File: src/ttb_pkg.sv
// ----------------------------------------------------------------------------
// ttb_pkg: shared types and constants of the triangle tangent basis unit
// Vertex and result items, the triangle job handed from front to back, and
// the default fixed-point formats.
// ----------------------------------------------------------------------------
`default_nettype none

package ttb_pkg;

  // Default fixed-point formats
  localparam int COORD_FRAC_BITS_DEF = 16;
  localparam int OUT_FRAC_BITS_DEF   = 14;

  // Reset value of the determinant threshold
  localparam logic [15:0] DET_EPS_RESET = 16'd7;

  // Internal widths
  localparam int EDGE_W = 33;  // difference of two 32-bit coordinates
  localparam int OPND_W = 34;  // multiplier operand
  localparam int PROD_W = 67;  // product and difference of products
  localparam int MAG_W  = 66;  // magnitude of a difference of products
  localparam int NRM_W  = 30;  // normalized component magnitude
  localparam int SQR_W  = 64;  // sum of squares and root iteration
  localparam int ROOT_W = 31;  // integer square root

  // Output saturation limits
  localparam logic [15:0] SAT_POS = 16'h7FFF;
  localparam logic [15:0] SAT_NEG = 16'h8000;

  // Input vertex item
  typedef struct packed {
    logic signed [31:0] pos_x;
    logic signed [31:0] pos_y;
    logic signed [31:0] pos_z;
    logic signed [31:0] tex_u;
    logic signed [31:0] tex_v;
  } vtx_t;

  // Result item
  typedef struct packed {
    logic signed [15:0] tangent_x;
    logic signed [15:0] tangent_y;
    logic signed [15:0] tangent_z;
    logic signed [15:0] binormal_x;
    logic signed [15:0] binormal_y;
    logic signed [15:0] binormal_z;
    logic               degenerate_uv;
    logic               zero_tangent;
    logic               zero_binormal;
  } res_t;

  typedef logic signed [EDGE_W-1:0] edge_t;

  // One triangle: edges and UV deltas
  typedef struct packed {
    edge_t e1_x;
    edge_t e1_y;
    edge_t e1_z;
    edge_t e2_x;
    edge_t e2_y;
    edge_t e2_z;
    edge_t d1_u;
    edge_t d1_v;
    edge_t d2_u;
    edge_t d2_v;
  } job_t;

  // Sign-extended difference a - b of two 32-bit values
  function automatic edge_t sub_ext(logic [31:0] a, logic [31:0] b);
    logic [EDGE_W-1:0] d;
    d = {a[31], a} - {b[31], b};
    return edge_t'(d);
  endfunction

endpackage

`default_nettype wire

File: src/ttb_fifo.sv
// ----------------------------------------------------------------------------
// ttb_fifo: two-entry job queue
// Decouples vertex intake from the arithmetic sequencer.
// ----------------------------------------------------------------------------
`default_nettype none

module ttb_fifo (
  input  wire                  clk,
  input  wire                  rst_n,
  input  wire                  push,
  input  wire ttb_pkg::job_t   push_data,
  output logic                 full,
  input  wire                  pop,
  output ttb_pkg::job_t        pop_data,
  output logic                 empty
);

  ttb_pkg::job_t mem_r [2];
  logic          wr_ptr_r, wr_ptr_nxt;
  logic          rd_ptr_r, rd_ptr_nxt;
  logic [1:0]    count_r, count_nxt;
  logic          do_push, do_pop;

  assign full     = (count_r == 2'd2);
  assign empty    = (count_r == 2'd0);
  assign do_push  = push && !full;
  assign do_pop   = pop && !empty;
  assign pop_data = mem_r[rd_ptr_r];

  // Advance pointers and occupancy
  always_comb begin
    wr_ptr_nxt = wr_ptr_r ^ do_push;
    rd_ptr_nxt = rd_ptr_r ^ do_pop;
    count_nxt  = count_r;
    if (do_push && !do_pop) begin
      count_nxt = count_r + 2'd1;
    end else if (do_pop && !do_push) begin
      count_nxt = count_r - 2'd1;
    end
  end

  always_ff @(posedge clk) begin
    if (!rst_n) begin
      wr_ptr_r <= 1'b0;
      rd_ptr_r <= 1'b0;
      count_r  <= 2'd0;
    end else begin
      wr_ptr_r <= wr_ptr_nxt;
      rd_ptr_r <= rd_ptr_nxt;
      count_r  <= count_nxt;
    end
  end

  always_ff @(posedge clk) begin
    if (do_push) begin
      mem_r[wr_ptr_r] <= push_data;
    end
  end

endmodule

`default_nettype wire

File: config.mk
export PLATFORM = sky130hd
export DESIGN_NAME = ttb_fifo
export DESIGN_NICKNAME = d
export VERILOG_FILES = /design/src/ttb_pkg.sv /design/src/ttb_fifo.sv
export SDC_FILE = /design/constraint.sdc
export NUM_CORES = 1
export LEC_CHECK = 0
export BUFFER_PORTS_ARGS = -buffer_cell sky130_fd_sc_hd__buf_2
export CAP_MARGIN = 15
export CORE_AREA = 2 2 256 258
export DETAILED_ROUTE_END_ITERATION = 8
export DIE_AREA = 0 0 258 260
export GPL_TIMING_DRIVEN = 1
export PLACE_DENSITY = 0.61
export RECOVER_POWER = 100
export SYNTH_ARGS = -nofsm -noshare
export SYNTH_HDL_FRONTEND = slang
export SYNTH_SLANG_ARGS = --single-unit
File: constraint.sdc
create_clock -name clk -period 10.66 [get_ports clk]
set_clock_uncertainty 0.1 [all_clocks]
set_input_delay 1.066 -clock clk [delete_from_list [all_inputs] [get_ports clk]]
set_output_delay 1.066 -clock clk [all_outputs]
set_load 0.005 [all_outputs]
==> impl_results.md <==
* DR WL/cell at between 20 and 25 um
* First-pass GRT wire length at roughly 81 mm
* CP Data Arrival Time at approximately 7.0 ns
* Crit share post-route at 64.8%
* Layout Cells excl Fill at ~2,700
* Number of synthesized register bits at 665
* Ys Warns at 0
* Internal power at about 5.3 mW
* CP top delay family: buffers and inverters
* Max clock buf depth at 3
* Remaining Overflow, GRT at 0
* Routed WL at 57.1 mm
* Reg2Reg Depth at 5
* CP max stage delay at 3.11 ns
* Setup CP Type: in -> reg
* Unique masters post-synth at 18
* Clk sinks at 665
* Failing checks: capacitance limit, slew limit
* Mapped Nets at 1,387
* Largest net degree at the start of global routing at 174
* Post-placement cell count at between 2,000 and 3,000
* Status: finished, violations left
* Final setup margin at between 3 and 4 ns
* Sequential area share after synthesis at 77.9%
* Hold_buf cts at 0
* Switch share at 26.7%
* Nets at 2,096
* CTS tree: done
* Post-DP HPWL at 39.2 mm
* GP Congestion at 0.806
* Cts bufs inserted at 70
* Global Route Usage Sum at between 15 and 20%
* Setup bufs post-CTS at 0
* Period minus WS final at between 6 and 7 ns
* Drc violations at 0
* Psw at between 1.5 and 2 mW
* Worst-path clk slew at approximately 0.060 ns
* Slew at the pin with the worst max-slew slack at roughly 4.8 ns
* Gate power share at between 20% and 30%
* Vias in the first global route at roughly 13,000
* Pleak at between 10 and 15 nW
* CP max FO at between 70 and 80
* Vias per inst at between 4 and 5
* Vias at 12,393
* Peak VDD IR at around 0.15 mV
* Final-report max-slew violation count at 681
* Die Wd at ~260 um
* Cell count after synthesis at approximately 1,100
* R2R setup slack at 3.80 ns
* Register share of total power at 48.3%
* Die area at ~0.067 mm2
* Setup-failing EPs final at 0
* RSZ-0062 raised after global routing: false
* Pre-CTS setup slack at about 6.2 ns
* Rows at between 90 and 100
* Clock network fraction of total power at a little under a third
* Initial antenna violation count at 16
* Initial core utilization at 39.9%
* Core area at ~0.064 mm2
* Hold Path Depth at 2
* TritonRoute pass-1 iters at 4
* Hold crit path type: reg -> reg
* DRT antenna net count at 0
* Initial DRC count at between 600 and 700
* Worst skew pair latency at roughly 0.58 ns
* Synth Area per Inst at around 24 um2
* Setup_tns at 0 ns
* CP Cell Sequence: buf_2 -> nor2b_1 -> ha_1 -> clkbuf_1 -> buf_4
* Cell area power density at about 240 mW/mm2
* CTS root buf: clkbuf_16
* Die Y at around 260 um
* Port buffer count at between 600 and 700
* CP Capture Type: register
* Final hold vios at 0
* CP Launch Type: primary input
* Layout cells sized above 1 at 33.1%
* Slowest cell on crit path: clkbuf_1
* CP Data Required Time at between 10 and 15 ns
* Post-CTS Resized at 0
* Relative slew slack at -220%
* Synthesized cell area at around 0.026 mm2
* Fmax at 145 MHz
* Stages on the worst setup path at 5
* Max Cap Viol at 8
* IO Count at 666
* Area Growth Syn to Fin at 17.7%
* Count of buffer and inverter cells on the critical path at 3
* CTS H-tree lvls at 3
[area by class of cell]
class / instances / area [um2]
Fill cell: 5765 / 34000
Clock buffer: 80 / 1790
Antenna cell: 14 / 35.0
Timing Repair Buffer: 674 / 3150
Tap cell: 855 / 1070
Multi-Input combinational cell: 347 / 3860
Sequential cell: 665 / 19900
Clock inverter: 41 / 284
Inverter: 1 / 3.75
[flip-flops by register name, summed over array words and instances (netlist names), named ones only]
signal / flops
mem_r: 660
count_r: 2
rd_ptr_r: 1
wr_ptr_r: 1
[cell families (layout without fill, tap and decap cells)]
kind of cell	count (synthesis)	count (layout)	synth area share, %
other cells	0	14	0
simple gates	8	8	0.186
buf+inv	38	796	2.70
fa+ha+maj	3	3	0.147
xor+xnor	3	3	0.103
compound gates	3	3	0.0684
mux	330	330	18.9
flops	665	665	77.9
[stage by stage]
step | power (mW) | hold slack (ns) | util (%) | instance area (um2)
floorplan | 5.06 | 0.379 | - | 25600
global placement | 5.54 | 0.392 | 45.9 | 29400
detailed placement | 5.57 | 0.427 | 45.9 | 29400
CTS | 7.80 | 0.437 | 49.1 | 31500
global route | 7.62 | 0.489 | 47.0 | 30100
finish | 7.28 | 0.450 | 47.0 | 30100
[synthesized netlist by cell type]
cell type	number	share of area (%)
edfxtp_1	660	77
mux2_4	300	18
buf_12	33	2.6
mux2_2	30	1.3
dfxtp_1	5	0.39
and2_1	3	0.073
buf_2	3	0.059
ha_1	3	0.15
nor2b_1	3	0.073
xnor2_1	2	0.068
a21boi_1	1	0.029
buf_6	1	0.044
inv_1	1	0.015
nor2_1	1	0.015
o21ai_0	1	0.020
o21ai_1	1	0.020
or3_1	1	0.024
xor2_1	1	0.034
[cells in the final DEF (no fill, tap or decap), drive strengths merged]
master / n
o21ai: 2
inv: 2
xor2: 1
ha: 3
buf: 475
nor2b: 3
dfxtp: 5
mux2: 330
clkbuf: 279
or3: 1
and2: 3
diode: 14
bufinv: 2
nor2: 1
clkinvlp: 3
xnor2: 2
edfxtp: 660
clkinv: 35
a21boi: 1
[routing by layer]
metal,track usage [%],wire length [um],up-vias
met2,27.9,29600,452
li1,-,-,5635
met3,5.63,4690,96
met5,0,38,-
met4,7.68,1680,6
met1,17.9,21100,6204
[final timing paths]
kind / start / to
setup / recovery: push / mem_r[1][293]$_DFFE_PP_
hold / removal: count_r[1]$_SDFFE_PN0P_ / count_r[1]$_SDFFE_PN0P_
setup reg to reg: count_r[0]$_SDFFE_PN0P_ / mem_r[1][293]$_DFFE_PP_
hold reg to reg: count_r[1]$_SDFFE_PN0P_ / count_r[1]$_SDFFE_PN0P_
[power by group through the flow]
| stage | Clock [mW] | Combinational, mW | Sequential, mW |
|---|---|---|---|
| 4_1_cts | 2.28 | 2.03 | 3.49 |
| 2_1_floorplan | 0 | 1.41 | 3.65 |
| 3_3_place_gp | 0 | 2.01 | 3.53 |
| 6_report | 2.21 | 1.56 | 3.51 |
| 3_5_place_dp | 0 | 2.02 | 3.55 |
| 5_1_grt | 2.37 | 1.69 | 3.56 |
[worst min-delay path, delay by kind of cell, from the launching register on]
kind	cells	cell delay, ns
compound gates	2	0.16
flops	1	0.34
Power figures use the tool's default switching activity.
