--- config.mk ---
export PLATFORM = sky130hd
export DESIGN_NAME = ttb_front
export DESIGN_NICKNAME = d
export VERILOG_FILES = /design/src/ttb_pkg.sv /design/src/ttb_front.sv
export SDC_FILE = /design/constraint.sdc
export NUM_CORES = 1
export LEC_CHECK = 0
export ABC_AREA = 1
export BUFFER_PORTS_ARGS = -buffer_cell sky130_fd_sc_hd__buf_2
export CORE_MARGIN = 2
export CORE_UTILIZATION = 31
export CTS_BUF_LIST = sky130_fd_sc_hd__clkbuf_16
export DETAILED_ROUTE_END_ITERATION = 8
export GPL_TIMING_DRIVEN = 0
export PLACE_DENSITY = 0.57
export SYNTH_ARGS = -nofsm -noshare
export SYNTH_HDL_FRONTEND = slang
export SYNTH_SLANG_ARGS = --single-unit
--- constraint.sdc ---
create_clock -name clk -period 35.3 [get_ports clk]
set_clock_uncertainty 0.15 [all_clocks]
set_input_delay 3.53 -clock clk [delete_from_list [all_inputs] [get_ports clk]]
set_output_delay 3.53 -clock clk [all_outputs]
set_load 0.02 [all_outputs]
--- src/ttb_pkg.sv ---
// ----------------------------------------------------------------------------
// ttb_pkg: shared types and constants of the triangle tangent basis unit
// Vertex and result items, the triangle job handed from front to back, and
// the default fixed-point formats.
// ----------------------------------------------------------------------------
`default_nettype none

package ttb_pkg;

  // Default fixed-point formats
  localparam int COORD_FRAC_BITS_DEF = 16;
  localparam int OUT_FRAC_BITS_DEF   = 14;

  // Reset value of the determinant threshold
  localparam logic [15:0] DET_EPS_RESET = 16'd7;

  // Internal widths
  localparam int EDGE_W = 33;  // difference of two 32-bit coordinates
  localparam int OPND_W = 34;  // multiplier operand
  localparam int PROD_W = 67;  // product and difference of products
  localparam int MAG_W  = 66;  // magnitude of a difference of products
  localparam int NRM_W  = 30;  // normalized component magnitude
  localparam int SQR_W  = 64;  // sum of squares and root iteration
  localparam int ROOT_W = 31;  // integer square root

  // Output saturation limits
  localparam logic [15:0] SAT_POS = 16'h7FFF;
  localparam logic [15:0] SAT_NEG = 16'h8000;

  // Input vertex item
  typedef struct packed {
    logic signed [31:0] pos_x;
    logic signed [31:0] pos_y;
    logic signed [31:0] pos_z;
    logic signed [31:0] tex_u;
    logic signed [31:0] tex_v;
  } vtx_t;

  // Result item
  typedef struct packed {
    logic signed [15:0] tangent_x;
    logic signed [15:0] tangent_y;
    logic signed [15:0] tangent_z;
    logic signed [15:0] binormal_x;
    logic signed [15:0] binormal_y;
    logic signed [15:0] binormal_z;
    logic               degenerate_uv;
    logic               zero_tangent;
    logic               zero_binormal;
  } res_t;

  typedef logic signed [EDGE_W-1:0] edge_t;

  // One triangle: edges and UV deltas
  typedef struct packed {
    edge_t e1_x;
    edge_t e1_y;
    edge_t e1_z;
    edge_t e2_x;
    edge_t e2_y;
    edge_t e2_z;
    edge_t d1_u;
    edge_t d1_v;
    edge_t d2_u;
    edge_t d2_v;
  } job_t;

  // Sign-extended difference a - b of two 32-bit values
  function automatic edge_t sub_ext(logic [31:0] a, logic [31:0] b);
    logic [EDGE_W-1:0] d;
    d = {a[31], a} - {b[31], b};
    return edge_t'(d);
  endfunction

endpackage

`default_nettype wire

--- src/ttb_front.sv ---
// ----------------------------------------------------------------------------
// ttb_front: vertex intake
// Keeps the first two corners of a triangle and, on the third, pushes the
// edge vectors and UV deltas into the job queue.
// ----------------------------------------------------------------------------
`default_nettype none

module ttb_front (
  input  wire                  clk,
  input  wire                  rst_n,
  input  wire                  in_push,
  input  wire ttb_pkg::vtx_t   in_data,
  output logic                 in_full,
  input  wire                  q_full,
  output logic                 q_push,
  output ttb_pkg::job_t        q_data
);

  localparam logic [1:0] CORNER_FIRST  = 2'd0;
  localparam logic [1:0] CORNER_SECOND = 2'd1;
  localparam logic [1:0] CORNER_THIRD  = 2'd2;

  logic [1:0]    corner_r, corner_nxt;
  ttb_pkg::vtx_t p1_r, p2_r;
  logic          accept;

  // Stall only the closing corner when the queue has no room
  assign in_full = (corner_r == CORNER_THIRD) && q_full;
  assign accept  = in_push && !in_full;
  assign q_push  = accept && (corner_r == CORNER_THIRD);

  // Form edges and UV deltas from the stored corners
  always_comb begin
    q_data.e1_x = ttb_pkg::sub_ext(p2_r.pos_x, p1_r.pos_x);
    q_data.e1_y = ttb_pkg::sub_ext(p2_r.pos_y, p1_r.pos_y);
    q_data.e1_z = ttb_pkg::sub_ext(p2_r.pos_z, p1_r.pos_z);
    q_data.e2_x = ttb_pkg::sub_ext(in_data.pos_x, p1_r.pos_x);
    q_data.e2_y = ttb_pkg::sub_ext(in_data.pos_y, p1_r.pos_y);
    q_data.e2_z = ttb_pkg::sub_ext(in_data.pos_z, p1_r.pos_z);
    q_data.d1_u = ttb_pkg::sub_ext(p2_r.tex_u, p1_r.tex_u);
    q_data.d1_v = ttb_pkg::sub_ext(p2_r.tex_v, p1_r.tex_v);
    q_data.d2_u = ttb_pkg::sub_ext(in_data.tex_u, p1_r.tex_u);
    q_data.d2_v = ttb_pkg::sub_ext(in_data.tex_v, p1_r.tex_v);
  end

  // Advance the corner count
  always_comb begin
    corner_nxt = corner_r;
    if (accept) begin
      case (corner_r)
        CORNER_FIRST:  corner_nxt = CORNER_SECOND;
        CORNER_SECOND: corner_nxt = CORNER_THIRD;
        default:       corner_nxt = CORNER_FIRST;
      endcase
    end
  end

  always_ff @(posedge clk) begin
    if (!rst_n) begin
      corner_r <= CORNER_FIRST;
    end else begin
      corner_r <= corner_nxt;
    end
  end

  // Hold the first two corners
  always_ff @(posedge clk) begin
    if (accept && corner_r == CORNER_FIRST) begin
      p1_r <= in_data;
    end
    if (accept && corner_r == CORNER_SECOND) begin
      p2_r <= in_data;
    end
  end

endmodule

`default_nettype wire

==> results_dict.tcl <==
set metrics [dict create \
    status "finished clean" \
    cts_sinks 322 \
    antenna_found_initial 29 \
    wl_met1_um 51500 \
    stdcell_count 7858 \
    worstSetupStartpointType "input port" \
    dp_hpwl_um 102000 \
    synth_area_um2 34900 \
    rsz0062_at_grt "false" \
    grt_usage_pct 19.6 \
    wl_met3_um 7540 \
    crit_required_ns 31.62 \
    finalMaxSlewViolations 0 \
    fmax_mhz 107 \
    ys_warn_count 0 \
    gr-total-overflow 0 \
    slew_headroom_pct 52.4 \
    initial_core_util_pct 31.1 \
    drt_iter0_markers 1634 \
    drt-total-wl_um 116000 \
    port-buffer-count 495 \
    synth_area_leader_cell "edfxtp_1" \
    via_per_inst 4.37 \
    p_leak_nw 25.2 \
    cts.htree.levels 2 \
    die_area_um2 115000 \
    coreArea_um2 112000 \
    cts.clk_slew.worst_paths_ns 0.06 \
    gp_congestion 0.928 \
    ios 496 \
    dp.cells 7782 \
    route.antenna.remaining_nets 0 \
    ys_seq_elements 322 \
    tns_ns 0 \
    root_buffer "clkbuf_16" \
    fp-row-count 123 \
    ys_seq_area_share_pct 27.7 \
    top_layer "met5" \
    cts_resized 0 \
    clk_latency_ns 0.59 \
    crit_type "input port to output port" \
    nets 6817 \
    power_density_nw_per_um2 37.5 \
    setup.worst_path.end_class "output port" \
    cts_buffers 39 \
    die_h_um 339 \
    dr.pass1.iters 6 \
    synth_top_area_share_pct 27.6 \
    vias 34357 \
    grt_pass1_vias 32386 \
    wl_per_cell_um 14.7 \
    cp.arrival_ns 5.64 \
    ctsHoldBuffers 0 \
    syn2layout_area_growth_pct 17.1 \
    die_x_um 339 \
    hold_class "flip-flop to flip-flop" \
    cp_max_fo 3 \
    cts_tree "done" \
    clock_path_buffers 3 \
    setup_viol 0 \
    ys_types 25 \
    synth.area.top_cells "edfxtp_1 (28%), nand2_1 (27%), inv_1 (15%)" \
    hold_viol 0 \
    syn_avg_cell_area_um2 6.06 \
    syn-num-nets 6251 \
    cts_setup_buffers 0 \
    syn_inst 5757 \
    hold_slack_ns 0.424 \
    final_util_pct 36.4 \
    worst_pin_slew_ns 0.712 \
    dr_wl_met2_um 53200 \
    grt_pass1_wl_um 176000 \
    period_minus_slack_ns 9.32 \
    grt_max_degree 15 \
    fin_crit_sh_pct 26.4 \
    drc 0 \
    cap_violations 0 \
    drive_gt1_share_pct 10.6 \
    peakVddDrop_uv 27.0 \
]
## layout by cell type, fill, tap and decap left out, drive strengths merged, types with 20 or more instances in the layout
cell type,Yosys,layout
inv,1432,1444
nor3,22,22
xnor2,20,20
edfxtp,320,320
nand2,2544,2544
nor2,417,417
a21oi,208,208
nand4,40,40
and2,20,20
clkbuf,0,39
buf,7,532
xor2,130,130
nand3,233,233
ha,320,320
## cell usage after synthesis
cell type     n
o21ai_0       1
dfxtp_1       2
nand2_2      59
xor2_1      130
ha_1        320
o21a_1        1
inv_1      1432
buf_6         2
and2_1       20
or2_1        10
nor2_2        2
a21o_1       10
nand3_1     222
nor2_1      415
o21bai_1     10
a21oi_1     203
nand4_1      40
fa_1         10
a21oi_2       5
nand3_2      11
nand2_1    2485
edfxtp_1    320
buf_4         5
nor3_1       22
xnor2_1      20
## sequential cells by signal, summed over array words and instances (netlist names)
name	flops
corner_r	2
p2_r	160
p1_r	160
## cell type report
cell class                 count  area (µm²)
sequential                   322        9650
timing repair buffer         525        2800
antenna                        4        10.0
clock buffer                  39         976
multi-input combinational   3996       19800
clock inverter                33         272
fill                       12573       71200
tap                         1500        1880
inverter                    1432        5380
buffer                         7        60.1
## worst paths after layout
kind,startpoint,endpoint,slack [ns],cells after the start
worst max-delay path,in_data[64],q_data[148],25.98,13
worst max register to register,corner_r[1],p1_r[34],32.70,7
worst min-delay path,corner_r[1],corner_r[1],0.42,2
worst min register to register,corner_r[1],corner_r[1],0.42,2
## critical path, stage by stage
cell     delay, ns
buf_2         0.10
inv_1         0.04
ha_1          0.22
fa_1          0.45
inv_1         0.15
nand2_1       0.06
nand2_1       0.08
nand3_1       0.09
nand2_2       0.12
nand2_1       0.08
nand2_2       0.12
xor2_1        0.36
buf_2         0.24
## power by group
group / internal [W] / total (W) / switching (W)
Combinational: 0.000206 / 0.000680 / 0.000474
Clock: 0.000227 / 0.000400 / 0.000174
Sequential: 0.000445 / 0.000450 / 0.00000521
## cells by family (layout without fill, tap and decap cells)
family                   count (synthesis)  after routing  share of synthesized area (%)
other                                    0              4                              0
AO/OA/AOI/OAI                          230            230                           3.51
flip-flops                             322            322                           27.7
buffers and inverters                 1439           2036                           15.6
adder cells (fa/ha/maj)                330            330                           12.1
AND/OR/NAND/NOR                       3286           3286                           37.4
XOR/XNOR                               150            150                           3.77
## layer usage
metal,up-vias,GRT usage [%]
met5,-,0
met2,645,33.2
met1,15139,24.4
met4,26,5.77
met3,161,4.97
li1,18386,-
## stage by stage
step	worst slack, ns	total power, W	cell area [µm²]
floorplan	19.89	0.000905	34900
global placement	13.15	0.00115	39200
detailed placement	26.01	0.00114	39600
CTS	26.00	0.00155	40800
global route	25.89	0.00163	40800
finish	25.98	0.00153	40800
Power figures use the tool's default switching activity.
